## src/hw/rtl/scmap_pkg.sv

```systemverilog
// Shared types and constants for the scalar colormap block.
// No dependencies; imported by every module of the block.
`default_nettype none

package scmap_pkg;

   localparam int SAMPLE_W = 16;   // signed Q4.12 sample
   localparam int CH_W     = 12;   // unsigned Q0.12 channel
   localparam int UNIT_W   = 13;   // clamped sample, 0..4096
   localparam int W_W      = 20;   // v' scaled by 35*4096

   localparam logic [UNIT_W-1:0] ONE_Q12  = 13'd4096;
   localparam logic [CH_W-1:0]   CH_MAX   = 12'hFFF;
   localparam logic [W_W-1:0]    MAP_GAIN = 20'd154;      // 4.4 * 35
   localparam logic [W_W-1:0]    MAP_OFFS = 20'd114688;   // 0.8 * 35 * 4096

   localparam logic [2:0] NBANDS = 3'd7;

   // (t + 35) / 70 as a multiply by ceil(2^25 / 70); exact while t + 35 stays
   // below 2^25 / 68 (about 493000), well above the largest positive t
   localparam int            RECIP_SHIFT = 25;
   localparam logic [18:0]   RECIP       = 19'd479350;
   localparam logic [18:0]   ROUND_BIAS  = 19'd35;

   typedef enum logic [1:0] {
      MODE_GREY      = 2'd0,
      MODE_RAINBOW   = 2'd1,
      MODE_RED_WHITE = 2'd2,
      MODE_BANDS     = 2'd3
   } mode_type;

   // Hump coefficients, already scaled by 35*4096
   typedef struct packed {
      logic [W_W-1:0] c_scaled;
      logic [W_W-1:0] a_scaled;
      logic [W_W-1:0] b_scaled;
   } hump_coef_type;

   localparam hump_coef_type RED_COEF   = '{20'd430080, 20'd573440, 20'd716800};
   localparam hump_coef_type GREEN_COEF = '{20'd573440, 20'd286720, 20'd573440};
   localparam hump_coef_type BLUE_COEF  = '{20'd430080, 20'd143360, 20'd286720};

   // Result of the first stage: scaled map position and the grey level
   typedef struct packed {
      logic [W_W-1:0]  w;
      logic [CH_W-1:0] grey;
   } map_type;

   // Band position: 4.4 * 35 * 4096 / 7 per band plus the offset
   function automatic logic [W_W-1:0] band_w(input logic [2:0] band);
      logic [W_W-1:0] res;
      case (band)
         3'd0:    res = 20'd114688;
         3'd1:    res = 20'd204800;
         3'd2:    res = 20'd294912;
         3'd3:    res = 20'd385024;
         3'd4:    res = 20'd475136;
         3'd5:    res = 20'd565248;
         3'd6:    res = 20'd655360;
         default: res = 20'd745472;
      endcase
      return res;
   endfunction

endpackage

`default_nettype wire

```

## src/hw/rtl/scalar_colormap.sv

```systemverilog
// Top level of the scalar colormap: mode register, three-register pipeline.
// Depends on scmap_pkg, scmap_warp and scmap_hump.
//
//   channel | ports                               | direction
//   --------+-------------------------------------+----------
//   req     | req_valid, req_stall, req_sample_value | in
//   rsp     | rsp_valid, rsp_stall, rsp_red/green/blue | out
//   csr     | csr_valid, csr_ready, csr_color_mode | in (write only)
//
// One sample per clock while rsp is not stalled; a result is valid on rsp once it
// has passed the input register, the map register and the result register.
// Reset clears all valid bits and sets the mode to grey; csr_ready is always high.
// A stall on rsp holds the result; stages behind it fill, then req_stall rises.
`default_nettype none

module scalar_colormap (
   input  wire logic                                  clock,
   input  wire logic                                  reset,
   input  wire logic                                  req_valid,
   output logic                                       req_stall,
   input  wire logic signed [scmap_pkg::SAMPLE_W-1:0] req_sample_value,
   output logic                                       rsp_valid,
   input  wire logic                                  rsp_stall,
   output logic [scmap_pkg::CH_W-1:0]                 rsp_red,
   output logic [scmap_pkg::CH_W-1:0]                 rsp_green,
   output logic [scmap_pkg::CH_W-1:0]                 rsp_blue,
   input  wire logic                                  csr_valid,
   output logic                                       csr_ready,
   input  wire logic [1:0]                            csr_color_mode
);
   import scmap_pkg::*;

   mode_type                    color_mode_ff;

   logic                        in_valid_ff;
   logic signed [SAMPLE_W-1:0]  in_sample_ff;
   mode_type                    in_mode_ff;

   logic                        map_valid_ff;
   map_type                     map_ff;
   map_type                     map_in;
   mode_type                    map_mode_ff;

   logic                        rsp_valid_ff;
   logic [CH_W-1:0]             rsp_red_ff;
   logic [CH_W-1:0]             rsp_green_ff;
   logic [CH_W-1:0]             rsp_blue_ff;
   mode_type                    rsp_mode_ff;
   logic [CH_W-1:0]             rsp_red_in;
   logic [CH_W-1:0]             rsp_green_in;
   logic [CH_W-1:0]             rsp_blue_in;

   logic [CH_W-1:0]             hump_red;
   logic [CH_W-1:0]             hump_green;
   logic [CH_W-1:0]             hump_blue;

   logic                        out_ready;
   logic                        map_ready;
   logic                        in_ready;

   assign csr_ready = 1'b1;

   always_ff @(posedge clock) begin
      if (reset) begin
         color_mode_ff <= MODE_GREY;
      end else if (csr_valid && csr_ready) begin
         color_mode_ff <= mode_type'(csr_color_mode);
      end
   end

   // a stage advances when it is empty or the one after it advances
   assign out_ready = !rsp_valid_ff || !rsp_stall;
   assign map_ready = !map_valid_ff || out_ready;
   assign in_ready  = !in_valid_ff || map_ready;
   assign req_stall = !in_ready;

   scmap_warp u_warp (
      .sample (in_sample_ff),
      .mode   (in_mode_ff),
      .map    (map_in)
   );

   scmap_hump u_hump_red (
      .w     (map_ff.w),
      .coef  (RED_COEF),
      .level (hump_red)
   );

   scmap_hump u_hump_green (
      .w     (map_ff.w),
      .coef  (GREEN_COEF),
      .level (hump_green)
   );

   scmap_hump u_hump_blue (
      .w     (map_ff.w),
      .coef  (BLUE_COEF),
      .level (hump_blue)
   );

   always_comb begin
      case (map_mode_ff)
         MODE_GREY: begin
            rsp_red_in   = map_ff.grey;
            rsp_green_in = map_ff.grey;
            rsp_blue_in  = map_ff.grey;
         end
         MODE_RED_WHITE: begin
            rsp_red_in   = CH_MAX;
            rsp_green_in = map_ff.grey;
            rsp_blue_in  = map_ff.grey;
         end
         default: begin
            rsp_red_in   = hump_red;
            rsp_green_in = hump_green;
            rsp_blue_in  = hump_blue;
         end
      endcase
   end

   always_ff @(posedge clock) begin
      if (reset) begin
         in_valid_ff  <= 1'b0;
         map_valid_ff <= 1'b0;
         rsp_valid_ff <= 1'b0;
      end else begin
         if (in_ready) begin
            in_valid_ff <= req_valid;
         end
         if (map_ready) begin
            map_valid_ff <= in_valid_ff;
         end
         if (out_ready) begin
            rsp_valid_ff <= map_valid_ff;
         end
      end
   end

   always_ff @(posedge clock) begin
      if (in_ready && req_valid) begin
         in_sample_ff <= req_sample_value;
         in_mode_ff   <= color_mode_ff;
      end
      if (map_ready && in_valid_ff) begin
         map_ff      <= map_in;
         map_mode_ff <= in_mode_ff;
      end
      if (out_ready && map_valid_ff) begin
         rsp_red_ff   <= rsp_red_in;
         rsp_green_ff <= rsp_green_in;
         rsp_blue_ff  <= rsp_blue_in;
         rsp_mode_ff  <= map_mode_ff;
      end
   end

   assign rsp_valid = rsp_valid_ff;
   assign rsp_red   = rsp_red_ff;
   assign rsp_green = rsp_green_ff;
   assign rsp_blue  = rsp_blue_ff;

   a_grey_equal : assert property (@(posedge clock) disable iff (reset)
      rsp_valid_ff && rsp_mode_ff == MODE_GREY |->
         rsp_red_ff == rsp_green_ff && rsp_green_ff == rsp_blue_ff)
      else $error("grey result with unequal channels");

   a_red_white_full : assert property (@(posedge clock) disable iff (reset)
      rsp_valid_ff && rsp_mode_ff == MODE_RED_WHITE |->
         rsp_red_ff == CH_MAX && rsp_green_ff == rsp_blue_ff)
      else $error("red to white result malformed");

   a_stall_when_full : assert property (@(posedge clock) disable iff (reset)
      req_stall |-> in_valid_ff && map_valid_ff && rsp_valid_ff)
      else $error("input stalled with room in the pipeline");

   a_drop_after_transfer : assert property (@(posedge clock) disable iff (reset)
      $fell(rsp_valid_ff) |-> $past(!rsp_stall))
      else $error("result dropped without a transfer");

endmodule

`default_nettype wire

```

## src/hw/rtl/scmap_warp.sv

```systemverilog
// First stage of the colormap: clamps the sample and forms the map position.
// Depends on scmap_pkg.
`default_nettype none

module scmap_warp (
   input  wire logic signed [scmap_pkg::SAMPLE_W-1:0] sample,
   input  wire scmap_pkg::mode_type                   mode,
   output scmap_pkg::map_type                         map
);
   import scmap_pkg::*;

   logic              neg;
   logic              over;
   logic [UNIT_W-1:0] unit;
   logic [W_W-1:0]    w_rain;
   logic [17:0]       band_prod;
   logic [5:0]        band_raw;
   logic [2:0]        band;

   always_comb begin
      neg  = sample[SAMPLE_W-1];
      over = !neg && (sample[SAMPLE_W-2:0] > 15'(ONE_Q12));
      if (neg) begin
         unit = '0;
      end else if (over) begin
         unit = ONE_Q12;
      end else begin
         unit = sample[UNIT_W-1:0];
      end

      w_rain = W_W'(unit) * MAP_GAIN + MAP_OFFS;

      // trunc(7v) for positive samples, saturated at the top band
      band_prod = 18'(sample[SAMPLE_W-2:0]) * 18'(NBANDS);
      band_raw  = band_prod[17:12];
      if (neg || sample == '0) begin
         band = '0;
      end else if (band_raw > 6'(NBANDS)) begin
         band = NBANDS;
      end else begin
         band = band_raw[2:0];
      end

      map.w    = (mode == MODE_BANDS) ? band_w(band) : w_rain;
      map.grey = (unit == ONE_Q12) ? CH_MAX : unit[CH_W-1:0];
   end

endmodule

`default_nettype wire

```

## src/hw/rtl/scmap_hump.sv

```systemverilog
// One rainbow channel: max(0, (c - |w-a| - |w-b|) / 2), rounded and saturated.
// Depends on scmap_pkg for the coefficient struct and the divide constants.
`default_nettype none

module scmap_hump (
   input  wire logic [scmap_pkg::W_W-1:0]  w,
   input  wire scmap_pkg::hump_coef_type   coef,
   output logic [scmap_pkg::CH_W-1:0]      level
);
   import scmap_pkg::*;

   localparam int T_W    = W_W + 2;
   localparam int N_W    = 19;
   localparam int PROD_W = 2 * N_W;
   localparam int Q_W    = PROD_W - RECIP_SHIFT;

   logic [W_W-1:0]        dist_a;
   logic [W_W-1:0]        dist_b;
   logic signed [T_W-1:0] t;
   logic [N_W-1:0]        n;
   logic [PROD_W-1:0]     prod;
   logic [Q_W-1:0]        quot;

   always_comb begin
      dist_a = (w >= coef.a_scaled) ? w - coef.a_scaled : coef.a_scaled - w;
      dist_b = (w >= coef.b_scaled) ? w - coef.b_scaled : coef.b_scaled - w;
      t = $signed({2'b00, coef.c_scaled}) - $signed({2'b00, dist_a})
          - $signed({2'b00, dist_b});

      // divide by 70 with round-half-up; positive t stays below 2^19
      n    = t[N_W-1:0] + ROUND_BIAS;
      prod = PROD_W'(n) * PROD_W'(RECIP);
      quot = prod[PROD_W-1:RECIP_SHIFT];

      if (t[T_W-1] || t == '0) begin
         level = '0;
      end else if (quot > Q_W'(CH_MAX)) begin
         level = CH_MAX;
      end else begin
         level = quot[CH_W-1:0];
      end
   end

endmodule

`default_nettype wire
```

## config.mk

```make
export PLATFORM = sky130hd
export DESIGN_NAME = scalar_colormap
export DESIGN_NICKNAME = d
export VERILOG_FILES = /design/src/hw/rtl/scmap_pkg.sv /design/src/hw/rtl/scalar_colormap.sv /design/src/hw/rtl/scmap_warp.sv /design/src/hw/rtl/scmap_hump.sv
export SDC_FILE = /design/constraint.sdc
export NUM_CORES = 1
export LEC_CHECK = 0
export BUFFER_PORTS_ARGS = -buffer_cell sky130_fd_sc_hd__buf_2
export CORE_MARGIN = 3
export CORE_UTILIZATION = 40
export CTS_BUF_LIST = sky130_fd_sc_hd__clkbuf_8
export DETAILED_ROUTE_END_ITERATION = 6
export PLACE_DENSITY_LB_ADDON = 0.1
export SLEW_MARGIN = 40
export SYNTH_ARGS = -nofsm -noshare
export SYNTH_HDL_FRONTEND = slang
export SYNTH_SLANG_ARGS = --single-unit
export TNS_END_PERCENT = 30
```

## constraint.sdc

```tcl
create_clock -name clock -period 13.55 [get_ports clock]
set_input_delay 2.0325 -clock clock [delete_from_list [all_inputs] [get_ports clock]]
set_output_delay 2.0325 -clock clock [all_outputs]
set_load 0.005 [all_outputs]
```

== Word level (Yosys, flattened, before mapping) ==
Index checks and enable logic that the tools add are counted.
W data, S select, Z words.

* Logic and storage cells: 96
* Register bits after elaboration: 93
* Output and inout port bits: 39
* Input port bits: 23

* Reductions and logical operators: 24
* Add/subtract/negate cells: 18
* Mux-type cells: 19
* Multiply operators: 5
* Equality and inequality tests: 9
* Order comparisons: 9

{| class="wikitable"
|+ Operators by type and width
! cell !! count
|-
| $pmux W20 S7 || 1
|-
| $mul A19 B18 Y37 const B || 3
|-
| $mux W20 || 5
|-
| $mux W12 || 8
|-
| $logic_not A22 Y1 || 3
|-
| $sub A22 B21 Y22 || 3
|-
| $add A19 B6 Y19 const B || 3
|-
| $sub A19 B20 Y21 const A || 2
|-
| $ge A20 B20 Y1 const B || 2
|-
| $sub A20 B20 Y20 const A || 2
|-
| $sub A20 B20 Y20 const B || 2
|-
| $gt A13 B12 Y1 const B || 3
|-
| $mux W13 || 2
|-
| $pmux W12 S2 || 1
|-
| $sub A20 B20 Y21 const A || 1
|-
| $add A20 B17 Y20 const B || 1
|-
| $ge A20 B18 Y1 const B || 1
|-
| $ge A20 B19 Y1 const B || 1
|-
| $sub A18 B20 Y20 const A || 1
|-
| $sub A19 B20 Y20 const A || 1
|-
| $sub A20 B18 Y20 const B || 1
|-
| $sub A20 B19 Y20 const B || 1
|-
| $mul A13 B7 Y19 const B || 1
|-
| $mul A15 B3 Y18 const B || 1
|-
| 15 further kinds || 34
|}

== Logic depth before layout (Yosys ltp) ==
Gate-level depths: netlist of run 1.

* Depth in word-level cells: 10
* Gate-level depth with buffers: 53
* Gate-level depth less buffers: 49

== Hierarchy ==
Synthesis of run 1 repeated with hierarchy kept, for this count alone.

* Cell total of the unflattened synthesis: 4897
* Area, all modules: 41129.4 um^2

{| class="wikitable"
|+ By module, submodules not included
! module !! cells an instance !! area each (um^2) !! instances
|-
| scmap_hump (u_hump_green) || 1433 || 11487.3 || 1
|-
| scmap_hump (u_hump_blue) || 1413 || 11464.7 || 1
|-
| scmap_hump (u_hump_red) || 1436 || 11448.5 || 1
|-
| scalar_colormap || 216 || 3408.3 || 1
|-
| scmap_warp || 399 || 3320.7 || 1
|}

== Worst setup path before layout of run 1 ==
OpenSTA, ideal clock, no wires.

* Path type: register to register
* Start: reg map_ff[26] (netlist name)
* End: reg rsp_blue_ff[10] (netlist: rsp_blue[10]), data pin
* Path buffers: 4
* Data arrival time: 11.353 ns
* Stages on the path, launching flop included: 49
* Library setup time: 0.278 ns
* Setup slack: 1.919 ns
* Cells stage by stage: edfxtp_1 > clkbuf_1 > clkinv_1 > ha_1 > or3b_2 > nand2_1 > and3_1 > clkbuf_1 > clkbuf_1 > nor2_1 > a21oi_1 > ha_1 > nand3_1 > a211oi_1 > nand2_1 > xor2_1 > ha_1 > nor2b_1 > (+13 left out) > fa_1 > inv_1 > ha_1 > a21o_1 > a21o_1 > a21oi_1 > o21ai_0 > a21o_1 > a21oi_1 > o221ai_1 > and4_1 > a31o_2 > nor2_1 > o21ai_0 > xnor2_1 > xnor2_1 > clkbuf_1 > a22oi_1

* Cells in the longest elaborated chain, start to end: 10
* Elaborated cells between the ends (all ways): 18
* Classes of those cells: add/sub (7); mul (1); order compare (3); mux (5); reduce/logical (2)

{| class="wikitable"
|+ Ends and longest elaborated chain
! element !! line !! source
|-
| start: declaration || scalar_colormap.sv:40 || <nowiki>map_type map_ff;</nowiki>
|-
| start signal: assignment || scalar_colormap.sv:145 || <nowiki>map_ff <= map_in;</nowiki>
|-
| $sub A18 B20 Y20, or another cell as far along || scmap_hump.sv:25 || <nowiki>dist_a = (w >= coef.a_scaled) ? w - coef.a_scaled : coef.a_scaled - w;</nowiki>
|-
| $mux W20 || scmap_hump.sv:25 ||
|-
| $sub A19 B20 Y21 || scmap_hump.sv:27 || <nowiki>t = $signed({2'b00, coef.c_scaled}) - $signed({2'b00, dist_a})</nowiki>
|-
| $sub A22 B21 Y22 * || scmap_hump.sv:28 || <nowiki>- $signed({2'b00, dist_b});</nowiki>
|-
| $add A19 B6 Y19 || scmap_hump.sv:31 || <nowiki>n = t[N_W-1:0] + ROUND_BIAS;</nowiki>
|-
| $mul A19 B18 Y37 || scmap_hump.sv:32 || <nowiki>prod = PROD_W'(n) * PROD_W'(RECIP);</nowiki>
|-
| $gt A13 B12 Y1 || scmap_hump.sv:37 || <nowiki>end else if (quot > Q_W'(CH_MAX)) begin</nowiki>
|-
| $mux W12 || scmap_hump.sv:37 ||
|-
| $mux W12 * || scmap_hump.sv:35 || <nowiki>if (t[T_W-1] || t == '0) begin</nowiki>
|-
| $mux W12 * || scalar_colormap.sv:102 || <nowiki>case (map_mode_ff)</nowiki>
|-
| net rsp_blue_in[10] || scalar_colormap.sv:51 || <nowiki>logic [CH_W-1:0] rsp_blue_in;</nowiki>
|-
| end signal: assignment || scalar_colormap.sv:151 || <nowiki>rsp_blue_ff <= rsp_blue_in;</nowiki>
|-
| end: declaration || scalar_colormap.sv:47 || <nowiki>logic [CH_W-1:0] rsp_blue_ff;</nowiki>
|}

The timed path passes the listed nets; every way through them passes the cells marked *.
A chain may end at the register's enable or synchronous reset.

== Worst setup path after layout of run 1 ==
* Start: reg map_ff[13] (netlist name)
* End: reg rsp_red_ff[2] (netlist: rsp_red[2]), data pin

* Cells in the longest elaborated chain, start to end: 10
* Elaborated cells between the ends (all ways): 18
* Classes of those cells: add/sub (7); mul (1); order compare (3); mux (5); reduce/logical (2)

{| class="wikitable"
|+ Ends and longest elaborated chain
! element !! line !! source
|-
| $sub A20 B20 Y20 / $ge A20 B20 Y1 (equally long branches) || scmap_hump.sv:25 ||
|-
| $mux W20 || scmap_hump.sv:25 ||
|-
| $sub A19 B20 Y21 || scmap_hump.sv:27 ||
|-
| $sub A22 B21 Y22 * || scmap_hump.sv:28 ||
|-
| $add A19 B6 Y19 || scmap_hump.sv:31 ||
|-
| $mul A19 B18 Y37 || scmap_hump.sv:32 ||
|-
| $gt A13 B12 Y1 || scmap_hump.sv:37 ||
|-
| $mux W12 || scmap_hump.sv:37 ||
|-
| $mux W12 * || scmap_hump.sv:35 ||
|-
| $pmux W12 S2 * || scalar_colormap.sv:102 ||
|-
| net rsp_red_in[2] || scalar_colormap.sv:49 || <nowiki>logic [CH_W-1:0] rsp_red_in;</nowiki>
|-
| end signal: assignment || scalar_colormap.sv:149 || <nowiki>rsp_red_ff <= rsp_red_in;</nowiki>
|-
| end: declaration || scalar_colormap.sv:45 || <nowiki>logic [CH_W-1:0] rsp_red_ff;</nowiki>
|}

Marked as above.

==> metrics.md, run 1 <==
| Metric | Value |
|---|---|
| Routed wire per std cell | `18.81 um` |
| Share of synthesized area spent on multiplexers | `0.6949%` |
| Cell area after synthesis | `27910 sq um` |
| Setup-violating endpoint count in the final report | `0` |
| Total number of clock tree sinks | `92` |
| Cell taking the most area after synthesis | `ha_1` |
| Fraction of synthesis flops using an asynchronous set or reset pin | `0%` |
| Max-slew violation total from the final report | `0` |
| Largest cells by area after synthesis | `ha_1 25%, fa_1 20%, edfxtp_1 9.4%` |
| Number of instances in the synthesized netlist | `3206` |
| Proportion of layout cells with a drive suffix above 1 | `5.090%` |
| Root buffer cell | `clkbuf_8` |
| Number of enable flip-flop cells after synthesis | `87` |
| CP endpoint kind | `flip-flop` |
| Vias in the first global route | `22.51k` |
| Vias | `22.09k` |
| Core region area | `68830 sq um` |
| Critical Path Start Type | `flip-flop` |
| Horizontal die dimension | `270.1 um` |
| Clock tree skew after final layout | `0.04572 ns` |
| Final cycle utilization of the critical path | `92.37%` |
| Detailed-placement wirelength estimate | `69.21 mm` |
| First-pass GRT wire length | `125.2 mm` |
| Simple-gate area share of the yosys netlist | `12.26%` |
| Actual transition at the worst max-transition pin | `0.8740 ns` |
| Syn Area/Cell | `8.705 sq um` |
| Maxcap violations | `0` |
| CTS tree | `built` |
| Growth of design area from synthesis to finish | `6.568%` |
| CP Class | `reg2reg` |
| Count of buffering cells on the critical path with inverters included | `6` |
| Maximum clock rate | `0.07990 GHz` |
| Tmin final | `12.52 ns` |
| DIE AREA | `72980 sq um` |
| Dominant combinational cell family by area after synthesis | `adder cells` |
| Number of DRC violations after detailed-routing iteration 0 | `1261` |
| Final total negative setup slack | `0 ns` |
| Starting utilization of the core area | `40.55%` |
| Proportion of synthesized chip area in sequential cells | `9.720%` |
| Top delay family on crit path | `compound AO/OA/AOI/OAI gates` |
| Number of detailed-routing iterations run before antenna repair | `5` |
| Antenna violations before repair | `3` |
| Share of the synthesized area in the top cell type | `25.29%` |
| Normalized max-slew margin | `41.25%` |
| Number of nets with antenna violations after detailed routing | `0` |
| Largest net degree at the start of global routing | `37` |
| I/O pins | `62` |
| Total congestion overflow after global routing | `0` |
| Max incr delay on CP | `0.66 ns` |
| Number of H-tree branching levels | `3` |
| DRC violation count after routing | `0` |
| Required time at the worst-slack endpoint | `13.70 ns` |
| Vertical die dimension | `270.1 um` |
| Hold/Removal Path Class | `reg2reg` |
| Number of nets in the layout | `4121` |
| Clock-pin transition on the worst setup and hold timing paths | `0.10 ns` |
| Via-to-Cell Ratio | `5.268` |
| Final RePlAce weighted congestion | `0.9583` |
| Buffers added on ports | `60` |
| Biggest fanout along the worst timing path | `13` |
| Clock insertion delay at the later pin of the skew report | `0.46 ns` |
| Xor and xnor area share after synthesis | `8.940%` |
| Maximum count of clock buffers along a single path | `2` |
| Yosys warns | `0` |
| RSZ-0062 raised after global routing | `no` |
| Syn_nets | `4071` |
| CP arrival | `12.66 ns` |
| Count of different cell masters after synthesis | `91` |
| Total GRT Usage | `21.63%` |
| Flip-flop and latch count after synthesis | `92` |
| Prevailing post-synth register cell | `edfxtp_1` |
| CTS Buf Count | `9` |
| Run status | `finished, final reports clean` |
| Total wirelength of the detailed-routed design | `78.89 mm` |
| Critical-path cell with the highest stage delay | `or4b_1` |
| Synthesized-area fraction occupied by ao, oa, aoi and oai cells | `13.21%` |
| Final Hold Vio Count | `0` |
| Synth Area in Adders | `45.26%` |
| Rows | `96` |
[worst register-to-register path: cells and delay by family (launching register included)]
kind	cells	cell delay (ns)
buf+inv	6	1.21
simple gates	8	2.25
flops	1	0.38
compound gates	15	3.85
xor+xnor	3	1.08
mux	1	0.17
fa+ha+maj	7	3.29
[layer usage]
| metal | global-route usage (%) | vias to the layer above | wire length [um] |
|---|---|---|---|
| met3 | 2.176 | 48 | 3009 |
| met2 | 37.15 | 453 | 37850 |
| met4 | 3.654 | 0 | 1056 |
| li1 | - | 10810 | - |
| met1 | 29.88 | 10780 | 36970 |
| met5 | 0 | - | 0 |
[cell type report]
class | count | area, sq um
fillers | 6911 | 39090
flip-flops and latches | 92 | 2713
diodes | 1 | 2.502
well taps | 931 | 1165
clock inverters | 6 | 100.1
multi-input cells | 2388 | 22480
clock buffers | 10 | 137.6
repair buffers | 106 | 669.4
inverters | 659 | 2474
[per-stage QoR]
stage / setup WS, ns / instances / utilization [%] / area [sq um] / hold slack, ns
6_report: 1.034 / 4193 / 43.21 / 29740 / 0.4440
5_1_grt: 0.02591 / 4193 / 43.21 / 29740 / 0.4629
3_3_place_gp: 1.049 / 4174 / 42.76 / 29430 / 0.4231
3_5_place_dp: 0.7409 / 4176 / 42.82 / 29470 / 0.4165
4_1_cts: 0.6929 / 4192 / 43.17 / 29710 / 0.4461
2_1_floorplan: 1.919 / 3206 / - / 27910 / 0.4076
[cell usage in the layout, fill, tap and decap left out, types with 18 or more instances in the layout]
master    Yosys  final
a211oi_1     22     22
a21o_1       63     63
a21oi_1     137    137
a31oi_1      18     18
and2_1       21     21
and3_1       18     18
buf_2         7     60
buf_4         3     44
edfxtp_1     87     87
fa_1        278    278
ha_1        564    563
inv_1       656    655
nand2_1     163    163
nand2b_1     26     26
nand3_1      56     56
nand4_1      20     20
nor2_1      201    201
nor2b_1      36     34
nor3_1       55     55
o21a_1       28     28
o21ai_0     105    103
o21bai_1     22     22
xnor2_1     201    201
xor2_1       82     81
[path summary, 6_finish.rpt]
kind	from	to	slack (ns)	depth (start not counted)
worst max-delay path	map_ff[13]$_SDFFCE_PP0P_	rsp_red[2]$_DFFE_PP_	1.03	40
worst min register to register	color_mode_ff[1]$_SDFFE_PP0P_	in_mode_ff[1]$_DFFE_PP_	0.44	0
worst max register to register	map_ff[13]$_SDFFCE_PP0P_	rsp_red[2]$_DFFE_PP_	1.03	40
worst min-delay path	color_mode_ff[1]$_SDFFE_PP0P_	in_mode_ff[1]$_DFFE_PP_	0.44	0
[cells by family (layout without fill, tap and decap cells)]
kind of cell / count (synthesis) / count (layout)
AO/OA/AOI/OAI: 550 / 550
XOR/XNOR: 284 / 284
adder cells (fa/ha/maj): 843 / 843
buffers and inverters: 726 / 781
flip-flops: 92 / 92
multiplexers: 19 / 19
other: 1 / 2
AND/OR/NAND/NOR: 691 / 691
[synth_stat cells, drive strengths merged (26+ instances only)]
master / n
inv: 656
ha: 564
fa: 278
xnor2: 202
nor2: 201
nand2: 163
a21oi: 138
o21ai: 107
edfxtp: 87
xor2: 82
a21o: 63
nor3: 57
nand3: 56
clkbuf: 49
nor2b: 36
o21a: 28
nand2b: 26
[sequential cells by signal, indices dropped and copies added, names as in the netlist]
register	count
rsp_valid	1
in_sample_ff	16
map_valid_ff	1
in_mode_ff	2
rsp_green	12
in_valid_ff	1
map_ff	31
map_mode_ff	2
rsp_blue	12
color_mode_ff	2
rsp_red	12
[repair_timing]
action	CTS	global route
hold buffers	0	0
endpoints found under the setup margin	0	12
endpoints found under the hold margin	0	0
buffers inserted	0	0
resized for setup	0	2
Power of run 1 is not shown: default switching activity piles up to over one toggle a cycle in this logic, so the estimate is an artifact.
==> run 2, diff against run 1 <==
--- a/config.mk
+++ b/config.mk
@@ -5,6 +5,7 @@
 export SDC_FILE = /design/constraint.sdc
 export NUM_CORES = 1
 export LEC_CHECK = 0
+export ABC_AREA = 1
 export BUFFER_PORTS_ARGS = -buffer_cell sky130_fd_sc_hd__buf_2
 export CORE_MARGIN = 3
 export CORE_UTILIZATION = 40
==> run 2 against run 1 <==
Net effect: maximum frequency up 9.5%; via count up 0.39%; critical path depth up 8; critical endpoint is now rsp_green[7]$_DFFE_PP_; utilization down 0.55 points; final area up 0.79%.
==> metrics.md, run 2 <==
| Metric | Value |
|---|---|
| Total wirelength of the detailed-routed design | `72.15 mm` |
| Terminus of the critical flop-to-flop path | `rsp_green[7]$_DFFE_PP_` |
| Critical Path Start Type | `flip-flop` |
| DIE AREA | `74320 sq um` |
| Number of nets with antenna violations after detailed routing | `0` |
| Number of instances in the synthesized netlist | `3619` |
| Final total negative setup slack | `0 ns` |
| Max-slew violation total from the final report | `0` |
| Starting utilization of the core area | `40.46%` |
| Count of different cell masters after synthesis | `68` |
| Final Hold Vio Count | `0` |
| Yosys warns | `0` |
| Final RePlAce weighted congestion | `0.9241` |
| CTS Buf Count | `9` |
| RSZ-0062 raised after global routing | `no` |
| Cell taking the most area after synthesis | `ha_1` |
| CP endpoint kind | `flip-flop` |
| Post_cts resized | `0` |
| Via-to-Cell Ratio | `4.814` |
| Detailed-placement wirelength estimate | `65.21 mm` |
| Post-Layout Inst Area | `29980 sq um` |
| Normalized max-slew margin | `46.15%` |
| Fraction of synthesis flops using an asynchronous set or reset pin | `0%` |
| Largest reg by FF count | `map_ff` |
| Max incr delay on CP | `0.67 ns` |
| Total number of clock tree sinks | `92` |
| Most frequent standard cell in the layout excluding fill and tap cells | `inv_1` |
| Proportion of layout cells with a drive suffix above 1 | `5.839%` |
| Run status | `finished, final reports clean` |
| Growth of design area from synthesis to finish | `5.430%` |
| Number of DRC violations after detailed-routing iteration 0 | `1044` |
| Regs by FF count | `map_ff (31), in_sample_ff (16)` |
| Fin cells | `4606` |
| Setup crit end | `rsp_green[7]$_DFFE_PP_` |
| Count of buffering cells on the critical path with inverters included | `8` |
| Vertical die dimension | `272.6 um` |
| Setup-violating endpoint count in the final report | `0` |
| Number of placed instances with taps included | `4589` |
| DRC violation count after routing | `0` |
| Buffers added on ports | `60` |
| Root buffer cell | `clkbuf_8` |
| Total congestion overflow after global routing | `0` |
| Horizontal die dimension | `272.6 um` |
| Clock tree skew after final layout | `0.02278 ns` |
| Share of the synthesized area in the top cell type | `24.82%` |
| Vias in the first global route | `22.68k` |
| Cell area after synthesis | `28430 sq um` |
| Prevailing post-synth register cell | `edfxtp_1` |
| Flop-to-flop setup slack | `2.12 ns` |
| CP arrival | `11.55 ns` |
| Reg-to-reg startpoint | `map_ff[27]$_DFFE_PP_` |
| Actual transition at the worst max-transition pin | `0.8048 ns` |
| Number of H-tree branching levels | `3` |
| Utilization after layout | `42.66%` |
| Number of nets in the layout | `4525` |
| Largest cells by area after synthesis | `ha_1 25%, fa_1 20%, inv_1 11%` |
| Routed wire per std cell | `15.66 um` |
| Cell mode on critical path | `nand2_1` |
| Maximum count of clock buffers along a single path | `2` |
| Maxcap violations | `0` |
| Critical-path cell with the highest stage delay | `edfxtp_1` |
| Total GRT Usage | `19.86%` |
| Highest-count cells in the layout ignoring fill and taps | `857 x inv_1, 583 x nand2_1, 564 x ha_1` |
| Antenna violations before repair | `4` |
| # hold bufs at CTS | `0` |
| First-pass GRT wire length | `119.1 mm` |
| Syn_nets | `4484` |
| Top delay family on crit path | `adder cells` |
| Reg2reg path depth | `48` |
| Number of flip-flops under the largest register name | `31` |
| Final cycle utilization of the critical path | `84.37%` |
| Depth of the critical timing path with buffers and inverters included | `48` |
| Maximum clock rate | `0.08747 GHz` |
| Launching instance or port of the critical path | `map_ff[27]$_DFFE_PP_` |
| Core region area | `70270 sq um` |
| Placed cell area | `29750 sq um` |
| CP Class | `reg2reg` |
| Biggest fanout along the worst timing path | `18` |
| CTS tree | `built` |
| Largest net degree at the start of global routing | `37` |
| Number of detailed-routing iterations run before antenna repair | `6` |
| Commonest cells in the synthesized netlist | `857 x inv_1, 583 x nand2_1, 564 x ha_1, 278 x fa_1, 197 x a21oi_1` |
| Number of enable flip-flop cells after synthesis | `87` |
| Proportion of synthesized chip area in sequential cells | `9.541%` |
| Hold/Removal Path Class | `reg2reg` |
| Post-CTS setup repair buffer count | `0` |
| Vias | `22.17k` |
| I/O pins | `62` |
| Flip-flop and latch count after synthesis | `92` |
| Required time at the worst-slack endpoint | `13.67 ns` |
| Clock-pin transition on the worst setup and hold timing paths | `0.09 ns` |
| Syn Area/Cell | `7.856 sq um` |
| Clock insertion delay at the later pin of the skew report | `0.40 ns` |
| Count leader, synth | `inv_1` |
| Tmin final | `11.43 ns` |
| Rows | `97` |
-- run 2: worst min-delay path by stage --
| stage | endpoint | start | depth (start not counted) | slack [ns] |
|---|---|---|---|---|
| after floorplan | in_mode_ff[0]$_DFFE_PP_ | color_mode_ff[0]$_SDFFE_PP0P_ | 0 | 0.41 |
| after global placement | in_mode_ff[1]$_DFFE_PP_ | color_mode_ff[1]$_SDFFE_PP0P_ | 0 | 0.42 |
| after detailed placement | in_mode_ff[1]$_DFFE_PP_ | color_mode_ff[1]$_SDFFE_PP0P_ | 0 | 0.42 |
| after CTS | in_mode_ff[1]$_DFFE_PP_ | color_mode_ff[1]$_SDFFE_PP0P_ | 0 | 0.45 |
| after global routing | in_mode_ff[1]$_DFFE_PP_ | color_mode_ff[1]$_SDFFE_PP0P_ | 0 | 0.47 |
| final | in_mode_ff[1]$_DFFE_PP_ | color_mode_ff[1]$_SDFFE_PP0P_ | 0 | 0.44 |
-- run 2: kinds of logic (layout without fill, tap and decap cells) --
group | Yosys count | after routing | share of synthesized area [%]
flip-flops | 92 | 92 | 9.541
other | 1 | 2 | 0.01319
buffers and inverters | 908 | 954 | 12.35
AO/OA/AOI/OAI | 494 | 494 | 9.822
AND/OR/NAND/NOR | 1056 | 1056 | 16.77
XOR/XNOR | 226 | 226 | 7.107
adder cells (fa/ha/maj) | 842 | 842 | 44.39
-- run 2: metal layers --
metal | part of all wire, % | vias to the layer above | GRT usage [%]
met1 | 49 | 10230 | 27.94
met5 | 0.040 | - | 0
met2 | 46 | 297 | 33.36
met4 | 2.0 | 6 | 4.109
li1 | - | 11570 | -
met3 | 3.1 | 69 | 1.677
-- run 2: cell type report --
type | count | area [sq um]
Clock inverter | 7 | 75.07
Timing Repair Buffer | 65 | 337.8
Antenna cell | 1 | 2.502
Tap cell | 940 | 1176
Sequential cell | 92 | 2713
Clock buffer | 9 | 123.9
Inverter | 873 | 3284
Fill cell | 7352 | 40290
Multi-Input combinational cell | 2619 | 22260
-- run 2: per-stage QoR --
stage | worst slack [ns] | hold WS (ns)
2_1_floorplan | 4.436 | 0.4086
3_3_place_gp | 2.147 | 0.4202
3_5_place_dp | 2.236 | 0.4226
4_1_cts | 2.135 | 0.4480
5_1_grt | 1.158 | 0.4663
6_report | 2.118 | 0.4423
Power of run 2 is left out for the same reason.
==> run 3, diff against run 2 <==
==> constraint.sdc (replaced) <==
create_clock -name clock -period 11.6 [get_ports clock]
set_input_delay 1.74 -clock clock [delete_from_list [all_inputs] [get_ports clock]]
set_output_delay 1.74 -clock clock [all_outputs]
set_load 0.005 [all_outputs]
==> run 3 against run 2 <==
Net effect: die area unchanged; utilization up 0.29 points; final area up 0.69%; register-to-register slack worse by 1.1 ns; maximum frequency up 7.6%; critical path depth unchanged; hold slack better by 0.0020 ns; count of clock-buffer cells in the layout up 1; clock skew down 0.0067 ns; non-clock buffer count up 27.
==> metrics.md, run 3 (synthesis gave the netlist of run 2 again) <==
| Metric | Value |
|---|---|
| Run status | `finished, final reports clean` |
| Regs by FF count | `map_ff (31), in_sample_ff (16)` |
| Total wirelength of the detailed-routed design | `72.20 mm` |
| Vertical die dimension | `272.6 um` |
| DIE AREA | `74320 sq um` |
| Clock insertion delay at the later pin of the skew report | `0.40 ns` |
| Tmin final | `10.62 ns` |
| Placed cell area | `29920 sq um` |
| Vias | `22.40k` |
| Number of H-tree branching levels | `3` |
| Reg2reg path depth | `48` |
| I/O pins | `62` |
| Total congestion overflow after global routing | `0` |
| Root buffer cell | `clkbuf_8` |
| Detailed-placement wirelength estimate | `64.93 mm` |
| Maxcap violations | `0` |
| Clock tree skew after final layout | `0.01605 ns` |
| Largest reg by FF count | `map_ff` |
| Final RePlAce weighted congestion | `0.9061` |
| Proportion of layout cells with a drive suffix above 1 | `6.582%` |
| Core region area | `70270 sq um` |
| Starting utilization of the core area | `40.46%` |
| Fill cell instance count of the final layout | `7280` |
| Highest-count cells in the layout ignoring fill and taps | `857 x inv_1, 583 x nand2_1, 564 x ha_1` |
| Largest net degree at the start of global routing | `37` |
| Biggest fanout along the worst timing path | `18` |
| Final total negative setup slack | `0 ns` |
| Cell mode on critical path | `inv_1` |
| Maximum count of clock buffers along a single path | `2` |
| Buffers added on ports | `60` |
| Total GRT Usage | `19.70%` |
| Setup-violating endpoint count in the final report | `0` |
| Worst min-delay path startpoint | `color_mode_ff[1]$_SDFFE_PP0P_` |
| Reg-to-reg startpoint | `map_ff[13]$_SDFFCE_PP0P_` |
| Hold/Removal Path Class | `reg2reg` |
| Vias in the first global route | `22.25k` |
| Min-Delay Path Depth | `0` |
| First-pass GRT wire length | `118.1 mm` |
| RSZ-0062 raised after global routing | `no` |
| Via-to-Cell Ratio | `4.836` |
| Critical Path Start Type | `flip-flop` |
| Clock-pin transition on the worst setup and hold timing paths | `0.11 ns` |
| Required time at the worst-slack endpoint | `11.75 ns` |
| Worst hold slack | `0.4444 ns` |
| Final cycle utilization of the critical path | `91.56%` |
| Number of detailed-routing iterations run before antenna repair | `6` |
| Critical-path cell with the highest stage delay | `fa_1` |
| Maximum clock rate | `0.09415 GHz` |
| Number of DRC violations after detailed-routing iteration 0 | `1049` |
| End point of the worst hold path | `in_mode_ff[1]$_DFFE_PP_` |
| Rows | `97` |
| Final Hold Vio Count | `0` |
| Normalized max-slew margin | `49.30%` |
| Antenna violations before repair | `0` |
| Ant diodes | `0` |
| CTS tree | `built` |
| Flop-to-flop setup slack | `0.98 ns` |
| Total number of clock tree sinks | `92` |
| Number of nets with antenna violations after detailed routing | `0` |
| Max incr delay on CP | `0.54 ns` |
| DRC violation count after routing | `0` |
| Post-Layout Inst Area | `30180 sq um` |
| Routed wire per std cell | `15.59 um` |
| Horizontal die dimension | `272.6 um` |
| Most frequent standard cell in the layout excluding fill and tap cells | `inv_1` |
| Max-slew violation total from the final report | `0` |
| CP arrival | `10.77 ns` |
| Number of nets in the layout | `4552` |
| CP Class | `reg2reg` |
| Terminus of the critical flop-to-flop path | `rsp_green[11]$_DFFE_PP_` |
| Number of flip-flops under the largest register name | `31` |
| CP endpoint kind | `flip-flop` |
| CTS Buf Count | `9` |
| Actual transition at the worst max-transition pin | `0.7526 ns` |
| Growth of design area from synthesis to finish | `6.156%` |
| # hold bufs at CTS | `0` |
-- run 3: timing repair --
| item | in CTS | in global routing |
|---|---|---|
| setup endpoints to repair | 0 | 17 |
| buffers inserted | 0 | 2 |
| resized for setup | 0 | 10 |
-- run 3: stage by stage --
stage / instances / setup WS (ns) / util, %
after floorplan: 3619 / 2.486 / -
after detailed placement: 4614 / 0.4343 / 42.57
final: 4632 / 0.9786 / 42.95
after CTS: 4630 / 0.3835 / 42.86
after global placement: 4614 / 0.4323 / 42.57
after global routing: 4632 / 0.01733 / 42.95
-- run 3: metal layers --
metal / vias up / track usage (%) / wire (um)
met5: - / 0 / 0
met4: 0 / 2.400 / 849
met3: 37 / 1.747 / 2914
met2: 367 / 32.55 / 32430
met1: 10390 / 28.76 / 36000
li1: 11600 / - / -
-- run 3: how the worst max path moves through the flow --
stage / from / endpoint / slack (ns) / cells after the start
2_1_floorplan: map_ff[25]$_DFFE_PP_ / rsp_red[10]$_DFFE_PP_ / 2.49 / 54
3_3_place_gp: map_ff[27]$_DFFE_PP_ / rsp_green[1]$_DFFE_PP_ / 0.43 / 46
3_5_place_dp: map_ff[27]$_DFFE_PP_ / rsp_green[2]$_DFFE_PP_ / 0.43 / 46
4_1_cts: map_ff[27]$_DFFE_PP_ / rsp_green[2]$_DFFE_PP_ / 0.38 / 46
5_1_grt: map_ff[13]$_SDFFCE_PP0P_ / rsp_red[10]$_DFFE_PP_ / 0.02 / 51
6_report: map_ff[13]$_SDFFCE_PP0P_ / rsp_green[11]$_DFFE_PP_ / 0.98 / 48
-- run 3: critical path, delay by kind of cell (launching register included) --
family	cells	cell delay, ns
flip-flops	1	0.48
XOR/XNOR	4	0.99
AND/OR/NAND/NOR	21	3.59
AO/OA/AOI/OAI	6	1.19
buffers and inverters	9	1.04
adder cells (fa/ha/maj)	8	3.07
-- run 3: layout make-up --
class | instances | area (sq um) | area share [%]
inverter | 873 | 3284 | 10.88
sequential | 92 | 2713 | 8.987
clock buffer | 10 | 137.6 | 0.4560
clock inverter | 6 | 65.06 | 0.2156
tap | 940 | 1176 | 3.897
timing repair buffer | 92 | 540.5 | 1.791
multi-input combinational | 2619 | 22270 | 73.77
Power of run 3 is left out for the same reason.
